**src/rtl/core/ps2_mouse_packet_decoder_unit_defines.svh**
```systemverilog
// Assertion macros for the PS/2 mouse packet decoder RTL.
`ifndef PS2_MOUSE_PACKET_DECODER_UNIT_DEFINES_SVH
`define PS2_MOUSE_PACKET_DECODER_UNIT_DEFINES_SVH

// Same-cycle implication, checked on clk, disabled in reset.
`define PMD_ASSERT_SAME(label, ante, cons) \
    label: assert property (@(posedge clk) disable iff (!rst_n) (ante) |-> (cons)) \
        else $error("ps2 mouse decoder: same-cycle check failed");

// Next-cycle implication, checked on clk, disabled in reset.
`define PMD_ASSERT_NEXT(label, ante, cons) \
    label: assert property (@(posedge clk) disable iff (!rst_n) (ante) |=> (cons)) \
        else $error("ps2 mouse decoder: next-cycle check failed");

`endif

```
**src/rtl/core/ps2md_pkg.sv**
```systemverilog
// Shared constants and types for the PS/2 mouse packet decoder.
`default_nettype none

package ps2md_pkg;

    localparam int COORD_BITS_DEF   = 13;
    localparam int BUTTON_COUNT_DEF = 3;

    localparam int LIMIT_BITS  = 13;
    localparam int BUTTON_BITS = 3;
    localparam int SYNC_BIT    = 3;   // header byte bit that must be set

    localparam logic [LIMIT_BITS-1:0] WIDTH_LIMIT_RESET  = 13'd1920;
    localparam logic [LIMIT_BITS-1:0] HEIGHT_LIMIT_RESET = 13'd1080;

    // Configuration register indexes
    localparam logic CFG_WIDTH_LIMIT  = 1'b0;
    localparam logic CFG_HEIGHT_LIMIT = 1'b1;

    typedef enum logic [1:0] {
        EV_MOVE   = 2'd0,
        EV_DOWN   = 2'd1,
        EV_UP     = 2'd2,
        EV_STATUS = 2'd3
    } event_kind_t;

    // One decoded packet handed from decoder to emitter
    typedef struct packed {
        logic signed [7:0]        dx;
        logic signed [8:0]        dy;
        logic [BUTTON_BITS-1:0]   buttons;
        logic [BUTTON_BITS-1:0]   changed;
    } pkt_t;

endpackage

`default_nettype wire

```
**src/rtl/core/ps2md_decode.sv**
```systemverilog
// Byte framing, cursor update and button diff for one PS/2 packet.
`default_nettype none

module ps2md_decode #(
    parameter int COORD_BITS   = ps2md_pkg::COORD_BITS_DEF,
    parameter int BUTTON_COUNT = ps2md_pkg::BUTTON_COUNT_DEF
) (
    input  logic                           clk,
    input  logic                           rst_n,
    input  logic                           in_valid,
    output logic                           in_ready,
    input  logic [7:0]                     data_byte,
    input  logic [ps2md_pkg::LIMIT_BITS-1:0] width_limit,
    input  logic [ps2md_pkg::LIMIT_BITS-1:0] height_limit,
    input  logic                           slot_ready,
    output logic                           pkt_valid,
    output ps2md_pkg::pkt_t                pkt,
    output logic [COORD_BITS-1:0]          pkt_pos_x,
    output logic [COORD_BITS-1:0]          pkt_pos_y
);
    import ps2md_pkg::*;

    localparam int SUM_W = ((COORD_BITS > LIMIT_BITS) ? COORD_BITS : LIMIT_BITS) + 2;
    localparam logic [BUTTON_BITS-1:0] BTN_MASK = BUTTON_BITS'((1 << BUTTON_COUNT) - 1);

    typedef enum logic [1:0] {
        PH_HEADER = 2'd0,
        PH_X      = 2'd1,
        PH_Y      = 2'd2
    } phase_t;

    phase_t                  phase_reg, phase_next;
    logic [7:0]              header_reg, header_next;
    logic [7:0]              xbyte_reg, xbyte_next;
    logic [COORD_BITS-1:0]   pos_x_reg, pos_x_next;
    logic [COORD_BITS-1:0]   pos_y_reg, pos_y_next;
    logic [BUTTON_BITS-1:0]  held_reg, held_next;

    logic                    accept;
    logic signed [7:0]       dx;
    logic signed [8:0]       dy;
    logic [BUTTON_BITS-1:0]  new_b;
    logic [COORD_BITS-1:0]   new_x, new_y;

    function automatic logic [COORD_BITS-1:0] clamp_axis(
        input logic [COORD_BITS-1:0]  pos,
        input logic signed [8:0]      delta,
        input logic [LIMIT_BITS-1:0]  limit
    );
        logic signed [SUM_W-1:0] sum;
        logic signed [SUM_W-1:0] lim;
        sum = $signed({{(SUM_W-COORD_BITS){1'b0}}, pos}) + SUM_W'(delta);
        lim = $signed({{(SUM_W-LIMIT_BITS){1'b0}}, limit});
        if (limit == '0)
        begin
            lim = SUM_W'(1);  // zero limit behaves as one
        end
        if (sum < 0)
        begin
            sum = '0;
        end
        else if (sum >= lim)
        begin
            sum = lim - SUM_W'(1);
        end
        return sum[COORD_BITS-1:0];
    endfunction

    assign in_ready = (phase_reg != PH_Y) || slot_ready;
    assign accept   = in_valid && in_ready;

    assign dx    = $signed(xbyte_reg);
    assign dy    = -$signed({data_byte[7], data_byte});
    assign new_b = header_reg[BUTTON_BITS-1:0] & BTN_MASK;
    assign new_x = clamp_axis(pos_x_reg, 9'(dx), width_limit);
    assign new_y = clamp_axis(pos_y_reg, dy, height_limit);

    assign pkt_valid   = accept && (phase_reg == PH_Y);
    assign pkt.dx      = dx;
    assign pkt.dy      = dy;
    assign pkt.buttons = new_b;
    assign pkt.changed = (held_reg & BTN_MASK) ^ new_b;
    assign pkt_pos_x   = new_x;
    assign pkt_pos_y   = new_y;

    always_comb
    begin
        phase_next  = phase_reg;
        header_next = header_reg;
        xbyte_next  = xbyte_reg;
        pos_x_next  = pos_x_reg;
        pos_y_next  = pos_y_reg;
        held_next   = held_reg;
        if (accept)
        begin
            unique case (phase_reg)
                PH_X:
                begin
                    xbyte_next = data_byte;
                    phase_next = PH_Y;
                end
                PH_Y:
                begin
                    pos_x_next = new_x;
                    pos_y_next = new_y;
                    held_next  = new_b;
                    phase_next = PH_HEADER;
                end
                default:
                begin
                    // header hunt; unused phase code behaves the same
                    header_next = data_byte;
                    phase_next  = data_byte[SYNC_BIT] ? PH_X : PH_HEADER;
                end
            endcase
        end
    end

    always_ff @(posedge clk or negedge rst_n)
    begin
        if (!rst_n)
        begin
            phase_reg  <= PH_HEADER;
            header_reg <= '0;
            xbyte_reg  <= '0;
            pos_x_reg  <= '0;
            pos_y_reg  <= '0;
            held_reg   <= '0;
        end
        else
        begin
            phase_reg  <= phase_next;
            header_reg <= header_next;
            xbyte_reg  <= xbyte_next;
            pos_x_reg  <= pos_x_next;
            pos_y_reg  <= pos_y_next;
            held_reg   <= held_next;
        end
    end

endmodule

`default_nettype wire

```
**src/rtl/core/ps2md_emit.sv**
```systemverilog
// Serializes one decoded packet into move, button and status events.
`default_nettype none

`include "ps2_mouse_packet_decoder_unit_defines.svh"

module ps2md_emit #(
    parameter int COORD_BITS = ps2md_pkg::COORD_BITS_DEF
) (
    input  logic                             clk,
    input  logic                             rst_n,
    input  logic                             pkt_valid,
    input  ps2md_pkg::pkt_t                  pkt,
    input  logic [COORD_BITS-1:0]            pkt_pos_x,
    input  logic [COORD_BITS-1:0]            pkt_pos_y,
    output logic                             slot_ready,
    output logic                             out_valid,
    input  logic                             out_ready,
    output logic [1:0]                       event_kind,
    output logic [COORD_BITS-1:0]            cursor_x,
    output logic [COORD_BITS-1:0]            cursor_y,
    output logic signed [7:0]                delta_x,
    output logic signed [8:0]                delta_y,
    output logic [ps2md_pkg::BUTTON_BITS-1:0] button_bits,
    output logic [ps2md_pkg::BUTTON_BITS-1:0] changed_mask,
    output logic                             last_of_run
);
    import ps2md_pkg::*;

    // pending work for the held packet
    logic                    pend_move_reg, pend_move_next;
    logic [BUTTON_BITS-1:0]  pend_btn_reg, pend_btn_next;
    logic                    pend_stat_reg, pend_stat_next;
    pkt_t                    pkt_reg;
    logic [COORD_BITS-1:0]   px_reg, py_reg;

    // output register
    logic                    out_valid_reg, out_valid_next;
    event_kind_t             kind_reg, kind_next;
    logic signed [7:0]       dx_reg, dx_next;
    logic signed [8:0]       dy_reg, dy_next;
    logic [BUTTON_BITS-1:0]  mask_reg, mask_next;
    logic                    last_reg, last_next;

    logic                    pend_any, out_free, issue;
    logic                    after_move, after_stat;
    logic [BUTTON_BITS-1:0]  after_btn, pick;
    logic                    after_none;

    assign pend_any = pend_move_reg || (pend_btn_reg != '0) || pend_stat_reg;
    assign out_free = !out_valid_reg || out_ready;
    assign issue    = out_free && pend_any;
    assign pick     = pend_btn_reg & (~pend_btn_reg + BUTTON_BITS'(1));  // lowest pending

    always_comb
    begin
        after_move = pend_move_reg;
        after_btn  = pend_btn_reg;
        after_stat = pend_stat_reg;
        kind_next  = kind_reg;
        dx_next    = dx_reg;
        dy_next    = dy_reg;
        mask_next  = mask_reg;
        if (pend_move_reg)
        begin
            after_move = 1'b0;
            kind_next  = EV_MOVE;
            dx_next    = pkt_reg.dx;
            dy_next    = pkt_reg.dy;
            mask_next  = '0;
        end
        else if (pend_btn_reg != '0)
        begin
            after_btn = pend_btn_reg & ~pick;
            kind_next = ((pkt_reg.buttons & pick) != '0) ? EV_DOWN : EV_UP;
            dx_next   = '0;
            dy_next   = '0;
            mask_next = pick;
        end
        else
        begin
            after_stat = 1'b0;
            kind_next  = EV_STATUS;
            dx_next    = '0;
            dy_next    = '0;
            mask_next  = '0;
        end
        after_none = !after_move && (after_btn == '0) && !after_stat;
        last_next  = after_none;
    end

    assign slot_ready = !pend_any || (out_free && after_none);

    always_comb
    begin
        pend_move_next = pend_move_reg;
        pend_btn_next  = pend_btn_reg;
        pend_stat_next = pend_stat_reg;
        if (issue)
        begin
            pend_move_next = after_move;
            pend_btn_next  = after_btn;
            pend_stat_next = after_stat;
        end
        if (pkt_valid)
        begin
            pend_move_next = (pkt.dx != '0) || (pkt.dy != '0);
            pend_btn_next  = pkt.changed;
            pend_stat_next = (pkt.dx == '0) && (pkt.dy == '0) && (pkt.changed == '0);
        end
        out_valid_next = out_valid_reg;
        if (issue)
        begin
            out_valid_next = 1'b1;
        end
        else if (out_ready)
        begin
            out_valid_next = 1'b0;
        end
    end

    always_ff @(posedge clk or negedge rst_n)
    begin
        if (!rst_n)
        begin
            pend_move_reg <= 1'b0;
            pend_btn_reg  <= '0;
            pend_stat_reg <= 1'b0;
            out_valid_reg <= 1'b0;
        end
        else
        begin
            pend_move_reg <= pend_move_next;
            pend_btn_reg  <= pend_btn_next;
            pend_stat_reg <= pend_stat_next;
            out_valid_reg <= out_valid_next;
        end
    end

    always_ff @(posedge clk)
    begin
        if (pkt_valid)
        begin
            pkt_reg <= pkt;
            px_reg  <= pkt_pos_x;
            py_reg  <= pkt_pos_y;
        end
        if (issue)
        begin
            kind_reg    <= kind_next;
            dx_reg      <= dx_next;
            dy_reg      <= dy_next;
            mask_reg    <= mask_next;
            last_reg    <= last_next;
            cursor_x    <= px_reg;
            cursor_y    <= py_reg;
            button_bits <= pkt_reg.buttons;
        end
    end

    assign out_valid    = out_valid_reg;
    assign event_kind   = kind_reg;
    assign delta_x      = dx_reg;
    assign delta_y      = dy_reg;
    assign changed_mask = mask_reg;
    assign last_of_run  = last_reg;

    `PMD_ASSERT_SAME(a_load_only_when_free, pkt_valid, !pend_any || (issue && after_none))
    `PMD_ASSERT_NEXT(a_load_sets_work, pkt_valid, pend_any)
    `PMD_ASSERT_SAME(a_single_changed_bit, out_valid_reg, $onehot0(mask_reg))
    `PMD_ASSERT_SAME(a_move_has_delta, out_valid_reg && (kind_reg == EV_MOVE),
                     (dx_reg != '0) || (dy_reg != '0))

endmodule

`default_nettype wire

```
**src/rtl/core/ps2_mouse_packet_decoder_unit.sv**
```systemverilog
// PS/2 mouse three-byte packet decoder: top level with limit registers.
// Header and X bytes: accepted one per cycle, no events.
// Third byte: the packet goes to the emitter's packet slot, then its first
// event to the output register once that is free; a packet gives 1 to 4
// events, one per cycle while out_ready is high; the next third byte waits until the emitter's packet slot drains.
// Async active-low reset: cursor at 0,0, buttons released, header hunt,
// limits 1920 x 1080, no events pending.
`default_nettype none

module ps2_mouse_packet_decoder_unit #(
    parameter int COORD_BITS   = ps2md_pkg::COORD_BITS_DEF,
    parameter int BUTTON_COUNT = ps2md_pkg::BUTTON_COUNT_DEF
) (
    input  logic                              clk,
    input  logic                              rst_n,
    // configuration write port
    input  logic                              cfg_write,
    input  logic                              cfg_index,
    input  logic [ps2md_pkg::LIMIT_BITS-1:0]  cfg_data,
    // byte input channel
    input  logic                              in_valid,
    output logic                              in_ready,
    input  logic [7:0]                        data_byte,
    // event output channel
    output logic                              out_valid,
    input  logic                              out_ready,
    output logic [1:0]                        event_kind,
    output logic [COORD_BITS-1:0]             cursor_x,
    output logic [COORD_BITS-1:0]             cursor_y,
    output logic signed [7:0]                 delta_x,
    output logic signed [8:0]                 delta_y,
    output logic [ps2md_pkg::BUTTON_BITS-1:0] button_bits,
    output logic [ps2md_pkg::BUTTON_BITS-1:0] changed_mask,
    output logic                              last_of_run
);
    import ps2md_pkg::*;

    logic [LIMIT_BITS-1:0]  width_limit_reg;
    logic [LIMIT_BITS-1:0]  height_limit_reg;

    logic                   slot_ready;
    logic                   pkt_valid;
    pkt_t                   pkt;
    logic [COORD_BITS-1:0]  pkt_pos_x, pkt_pos_y;

    // Limits: user writes only while no transaction is in flight; unchecked.
    always_ff @(posedge clk or negedge rst_n)
    begin
        if (!rst_n)
        begin
            width_limit_reg  <= WIDTH_LIMIT_RESET;
            height_limit_reg <= HEIGHT_LIMIT_RESET;
        end
        else if (cfg_write)
        begin
            case (cfg_index)
                CFG_WIDTH_LIMIT:  width_limit_reg  <= cfg_data;
                CFG_HEIGHT_LIMIT: height_limit_reg <= cfg_data;
                default:          ;
            endcase
        end
    end

    // Framing and cursor math; produces a packet on each accepted third byte.
    ps2md_decode #(
        .COORD_BITS   (COORD_BITS),
        .BUTTON_COUNT (BUTTON_COUNT)
    ) u_decode (
        .clk          (clk),
        .rst_n        (rst_n),
        .in_valid     (in_valid),
        .in_ready     (in_ready),
        .data_byte    (data_byte),
        .width_limit  (width_limit_reg),
        .height_limit (height_limit_reg),
        .slot_ready   (slot_ready),
        .pkt_valid    (pkt_valid),
        .pkt          (pkt),
        .pkt_pos_x    (pkt_pos_x),
        .pkt_pos_y    (pkt_pos_y)
    );

    // Packet slot plus output register; splits a packet into its events.
    ps2md_emit #(
        .COORD_BITS (COORD_BITS)
    ) u_emit (
        .clk          (clk),
        .rst_n        (rst_n),
        .pkt_valid    (pkt_valid),
        .pkt          (pkt),
        .pkt_pos_x    (pkt_pos_x),
        .pkt_pos_y    (pkt_pos_y),
        .slot_ready   (slot_ready),
        .out_valid    (out_valid),
        .out_ready    (out_ready),
        .event_kind   (event_kind),
        .cursor_x     (cursor_x),
        .cursor_y     (cursor_y),
        .delta_x      (delta_x),
        .delta_y      (delta_y),
        .button_bits  (button_bits),
        .changed_mask (changed_mask),
        .last_of_run  (last_of_run)
    );

endmodule

`default_nettype wire
```
**config.mk**
```make
export PLATFORM = sky130hd
export DESIGN_NAME = ps2_mouse_packet_decoder_unit
export DESIGN_NICKNAME = d
export VERILOG_FILES = /design/src/rtl/core/ps2md_pkg.sv /design/src/rtl/core/ps2md_decode.sv /design/src/rtl/core/ps2md_emit.sv /design/src/rtl/core/ps2_mouse_packet_decoder_unit.sv
export VERILOG_INCLUDE_DIRS = /design/src /design/src/rtl/core
export SDC_FILE = /design/constraint.sdc
export NUM_CORES = 1
export LEC_CHECK = 0
export BUFFER_PORTS_ARGS = -buffer_cell sky130_fd_sc_hd__buf_2
export CAP_MARGIN = 20
export CORE_AREA = 2 2 126 128
export DETAILED_ROUTE_END_ITERATION = 7
export DIE_AREA = 0 0 128 130
export PLACE_DENSITY = 0.88
export SLEW_MARGIN = 15
export SYNTH_ARGS = -nofsm -noshare
export SYNTH_HDL_FRONTEND = slang
export SYNTH_HIERARCHICAL = 1
export SYNTH_SLANG_ARGS = --single-unit
```
**constraint.sdc**
```tcl
create_clock -name clk -period 5.9 [get_ports clk]
set_input_delay 1.475 -clock clk [delete_from_list [all_inputs] [get_ports clk]]
set_output_delay 1.475 -clock clk [all_outputs]
set_load 0.03 [all_outputs]
```
### Word level (Yosys, flattened, before mapping)

Index checks and enable logic that the tools add are counted.

* bits in registers: 172
* input bits: 27
* output and inout bits: 54
* logic and storage cells: 104

* $add $sub $neg: 6
* $lt $le $gt $ge: 4
* eq/ne operators: 3
* mux-type cells: 22
* bitwise gates (word level): 9
* reduce and logical (&&, ||, !) cells: 35

Operators with widths (count)
* 13-bit 2-to-1 mux: 6
* 15-bit by 14-bit greater-or-equal comparator with 1-bit output: 2
* 15-bit by 1-bit less-than comparator with 1-bit output (second input constant): 2
* 13-bit logical NOT: 2
* 13-bit by 1-bit subtractor with 13-bit output (second input constant): 2
* 14-bit by 8-bit adder with 15-bit output: 1
* 14-bit by 9-bit adder with 15-bit output: 1
* 3-bit 2-to-1 mux: 4
* 2-bit AND reduction: 5
* 3-bit bitwise AND: 3
* 9-bit logical NOT: 1
* 1-bit 2-to-1 mux: 9
* 8-bit negation with 9-bit output: 1
* 9-bit nonzero test: 1
* 8-bit logical NOT: 1
* 8-bit nonzero test: 1
* 1-bit logical AND: 7
* 3-bit logical NOT: 2
* 1-bit logical OR: 6
* 3-bit inverter: 2
* 3-bit nonzero test: 2
* 2-bit 2-to-1 mux: 2
* 2-bit case mux with 2 select lines: 1
* 2-bit nonzero test: 2
* other kinds (8): 13

### Depth between registers and ports, before layout

* word-level depth: 15
* mapped depth: 21
* gate-level depth less buffers: 21

### Hierarchy

Netlist, hierarchy kept.

Modules (own cells, without submodules)
* ps2md_decode: instances 1, cells an instance 543, area an instance 4499.3 um2
* ps2md_emit: instances 1, cells an instance 175, area an instance 3533.4 um2
* ps2_mouse_packet_decoder_unit: instances 1, cells an instance 56, area an instance 1033.5 um2

### Worst setup path after synthesis

OpenSTA, ideal clock, no wires.

* path kind: in2reg
* from: in data_byte[3]
* to: reg u_decode.pos_y_reg[2]
* library setup time: 128 ps
* arrival: 5162 ps
* data required time: 5772 ps
* slack: 610 ps
* stages on the path: 19
* cells stage by stage: nor2_1 nand3_1 nor4_1 xnor2_1 ha_1 a21oi_1 o211ai_1 a311oi_1 nor2_1 xnor2_1 ha_1 or3_1 o211ai_1 nand3_1 o21bai_1 nand3_1 o21ai_0 a22o_2 mux2_2

RTL lines
* start: declaration: line ps2_mouse_packet_decoder_unit.sv:23 `input logic [7:0] data_byte,`
* end signal: assignment: line ps2md_decode.sv:136 `pos_y_reg <= pos_y_next;`
* end: declaration: line ps2md_decode.sv:36 `logic [COORD_BITS-1:0] pos_y_reg, pos_y_next;`

==> key figures <==
Outcome
  • Outcome: completed

Clocking
  • Root buf cell: clkbuf_16
  • H-tree depth: 4
  • CTS Buf Count: 17
  • Postcts setup bufs: 0
  • Hold Buf Count CTS: 0
  • Post-CTS Resized: 0
  • CTS sink cnt: 172
  • CTS Buffer Depth: 2
  • Clk slew on worst S/H paths: 0.06 ns
  • Clk_lat worst skew: 0.43 ns
  • CTS tree: yes

Timing
  • Worst Tran Pin Value: 0.805 ns
  • RSZ-0062 raised after global routing: no
  • Fin crit period: 5.50 ns
  • Final hold viol count: 0
  • Max Fclk: 0.182 GHz
  • Final setup viols: 0
  • Final period util: 93.2%
  • Clock skew: 0.0110 ns
  • Max Slew Vio Count: 0
  • Setup_tns: 0 ns
  • Worst hold slack: 0.420 ns
  • Relative slew margins: 46.3%

Logic synthesis
  • Area contributors post-synth: edfxtp_1 32%, dfrtp_1 18%, ha_1 8.3%, mux2_2 4.5%, xnor2_1 3.4%
  • Sequential fraction of the synthesis area: 53.0%
  • Yosys reg bits: 172
  • Syn nets: 863
  • Syn Area/Cell: 11.7 sq um
  • Cell Area, Synth: 0.00907 sq mm
  • Area leader, netlist: edfxtp_1
  • Ys Warns: 6
  • Netlist cell types: 70
  • Ys flop type: edfxtp_1
  • Post-synth EDFFs: 98
  • Yosys top cell area share: 32.5%
  • Post-Syn Instances: 774
  • Share of synthesized registers carrying an async set or reset: 43.0%

Setup path
  • RR Startpoint: u_decode/dx[0]
  • Worst EP required: 6.22 ns
  • Worst reg2reg path depth: 19
  • Startpoint Class: primary input
  • CP Capture Type: flop
  • Crit-path max FO: 16
  • Reg2reg setup slack: 1.28 ns
  • WP data arrival: 5.81 ns
  • Worst r2r dst: u_emit/px_reg[10]
  • WS Path Type: primary input to flop

Route
  • DRT iter0 DRCs: 528
  • DR pass1 iterations: 5
  • Routed length per instance: 17.4 microns
  • Final WL: 18700 microns
  • Routed via count: 6278
  • DRT antenna net count: 0
  • DRC viols: 0
  • Routed vias/inst: 5.86

Global route
  • Total GRT Usage: 23.2%
  • Global route total overflow: 0
  • Largest net degree at the start of global routing: 61
  • Met2 usage: 38.2%
  • First-pass GRT wire length: 29900 microns
  • Initial antenna violation count: 0
  • M1 GR Usage: 30.5%
  • Vias in the first global route: 6073
  • GR peak layer: met2
  • GRT met3 Usage: 3.77%

Floorplan
  • CORE AREA: 0.0154 sq mm
  • Core Rows: 46
  • Die width: 128 microns
  • # IOs: 81
  • Starting Density: 58.8%
  • Die H: 130 microns
  • Die Area: 0.0166 sq mm

Power and ir drop
  • Clk network pwr share: 18.1%
  • Sequential share of power: 33.1%
  • Switching power: 2.52 mW
  • Internal power: 3.54 mW
  • LEAKAGE: 4.38 nW
  • Combinational power share: 48.7%
  • Peak VDD IR: 273 uV
  • Pwr Total: 6.06 mW
  • Switch share: 41.5%
  • Pwr/cell area: 589 mW/mm^2

Final layout
  • Synthesis-to-finish area growth: 13.4%
  • Ant. Diodes: 0
  • Post-route cell area: 0.0103 sq mm
  • Fill cells: 1108
  • Layout cells sized above 1: 23.1%
  • Flip-flop count of the largest register after layout: 20
  • Nets: 956

Placement
  • GPL Wtd Cong: 0.956
  • Placed inst area: 0.00970 sq mm
  • Dpl hpwl: 13600 microns
  • I/O Buffers: 80

Worst hold path
  • Hold Crit Depth: 0
  • Worst Hold Class: flop to flop
  • Hold Startpoint: u_emit/px_reg[11]
  • Hold EP: u_emit/cursor_x[11]

Flow run
  • Max-Cap Viols: 0
==> power by group through the flow <==
| stage | clock network (mW) | registers [mW] | logic [mW] |
|---|---|---|---|
| global route | 1.16 | 2.04 | 3.28 |
| floorplan | 0 | 2.22 | 1.95 |
| CTS | 1.11 | 2.00 | 2.93 |
| finish | 1.10 | 2.00 | 2.95 |
| global placement | 0 | 2.00 | 2.82 |
| detailed placement | 0 | 2.02 | 2.90 |
==> how the worst max path moves through the flow <==
| stage | startpoint | endpoint |
|---|---|---|
| CTS | data_byte[3] | u_decode/pos_y_reg[7] |
| global placement | data_byte[3] | u_decode/pos_y_reg[7] |
| floorplan | data_byte[3] | u_decode/pos_y_reg[2] |
| global route | data_byte[0] | u_decode/pos_y_reg[7] |
| detailed placement | data_byte[3] | u_decode/pos_y_reg[8] |
| finish | data_byte[3] | u_decode/pos_y_reg[7] |
==> per-layer routing <==
metal | part of all wire, % | up-vias | routed length [microns]
li1 | - | 3019 | -
met4 | 2.8 | 0 | 515
met3 | 4.1 | 41 | 767
met5 | 0 | - | 0
met1 | 45 | 3048 | 8330
met2 | 49 | 170 | 9070
==> cell usage after synthesis (3+ instances only) <==
cell type,instances
a22o_2,3
clkbuf_1,11
o31ai_1,11
xor2_1,13
nor3_1,15
a31oi_1,3
nor2_1,40
a21o_2,3
or3_1,5
nand3_1,13
mux2i_1,4
nand2b_1,6
a21oi_1,24
o21a_1,6
a21o_1,9
or4_1,4
a211oi_1,7
mux2_4,11
o211ai_1,6
o21bai_1,4
or2_2,3
xnor2_1,35
nand4_1,8
ha_1,60
mux2_2,36
nand4b_1,3
a22o_1,4
and2_1,19
nand2_1,67
dfrtp_1,66
inv_1,47
o21ai_0,55
buf_6,3
edfxtp_1,98
nor4_1,10
and3_1,3
nor2b_1,10
dfstp_2,8
==> final cells by class <==
type / count / area [sq um] / share of cell area (%)
inverter: 47 / 176 / 1.72
tap: 192 / 240 / 2.34
timing repair buffer: 94 / 505 / 4.92
multi-input combinational: 535 / 3980 / 38.7
sequential: 172 / 4800 / 46.7
clock buffer: 19 / 433 / 4.21
clock inverter: 13 / 141 / 1.38
==> metrics by stage <==
stage	std cells	setup slack, ns	util [%]
CTS	1072	0.497	66.6
global route	1072	0.0638	66.6
finish	1072	0.404	66.6
detailed placement	1040	0.0844	62.9
global placement	1040	0.233	62.9
floorplan	774	0.610	-
==> kinds of logic (layout without fill, tap and decap cells) <==
group	count (synthesis)	after routing	synth area share [%]
AOI/OAI and AO/OA	157	157	11.6
adders and majority gates	63	63	8.83
buffers and inverters	67	173	3.22
and+or+nand+nor	216	216	12.0
DFF	172	172	53.0
muxes	51	51	6.73
xor gates and xnor gates	48	48	4.64
==> worst max-delay path, cell delays in order <==
cell and delay [ns]:
buf_2 0.13, nor2_1 0.16, nand3_1 0.13, nor4_1 0.27, xnor2_1 0.26, ha_1 0.36
a21oi_1 0.25, o211ai_1 0.11, a311oi_1 0.40, nor2_1 0.14, xnor2_1 0.17, ha_1 0.23
or3_1 0.37, o211ai_1 0.09, nand3_1 0.11, buf_4 0.16, a21oi_4 0.40, buf_4 0.21
o31ai_1 0.10, mux2_2 0.28
==> cells in the final DEF, fill, tap and decap left out, types with 6 or more instances in the layout <==
cell type / instances
o21ai_0: 55
mux2_2: 36
o31ai_1: 11
buf_2: 80
dfrtp_1: 66
nand2_1: 67
dfstp_2: 8
nand4_1: 8
xnor2_1: 35
ha_1: 60
nor4_1: 10
and2_1: 19
a21oi_1: 24
buf_4: 14
nor2b_1: 10
edfxtp_1: 98
o21a_1: 6
nand2b_1: 6
nor2_1: 39
a21o_1: 9
nor3_1: 15
nand3_1: 13
clkbuf_16: 17
inv_1: 46
a211oi_1: 7
mux2_4: 11
xor2_1: 13
o211ai_1: 6
Power figures use the tool's default switching activity.
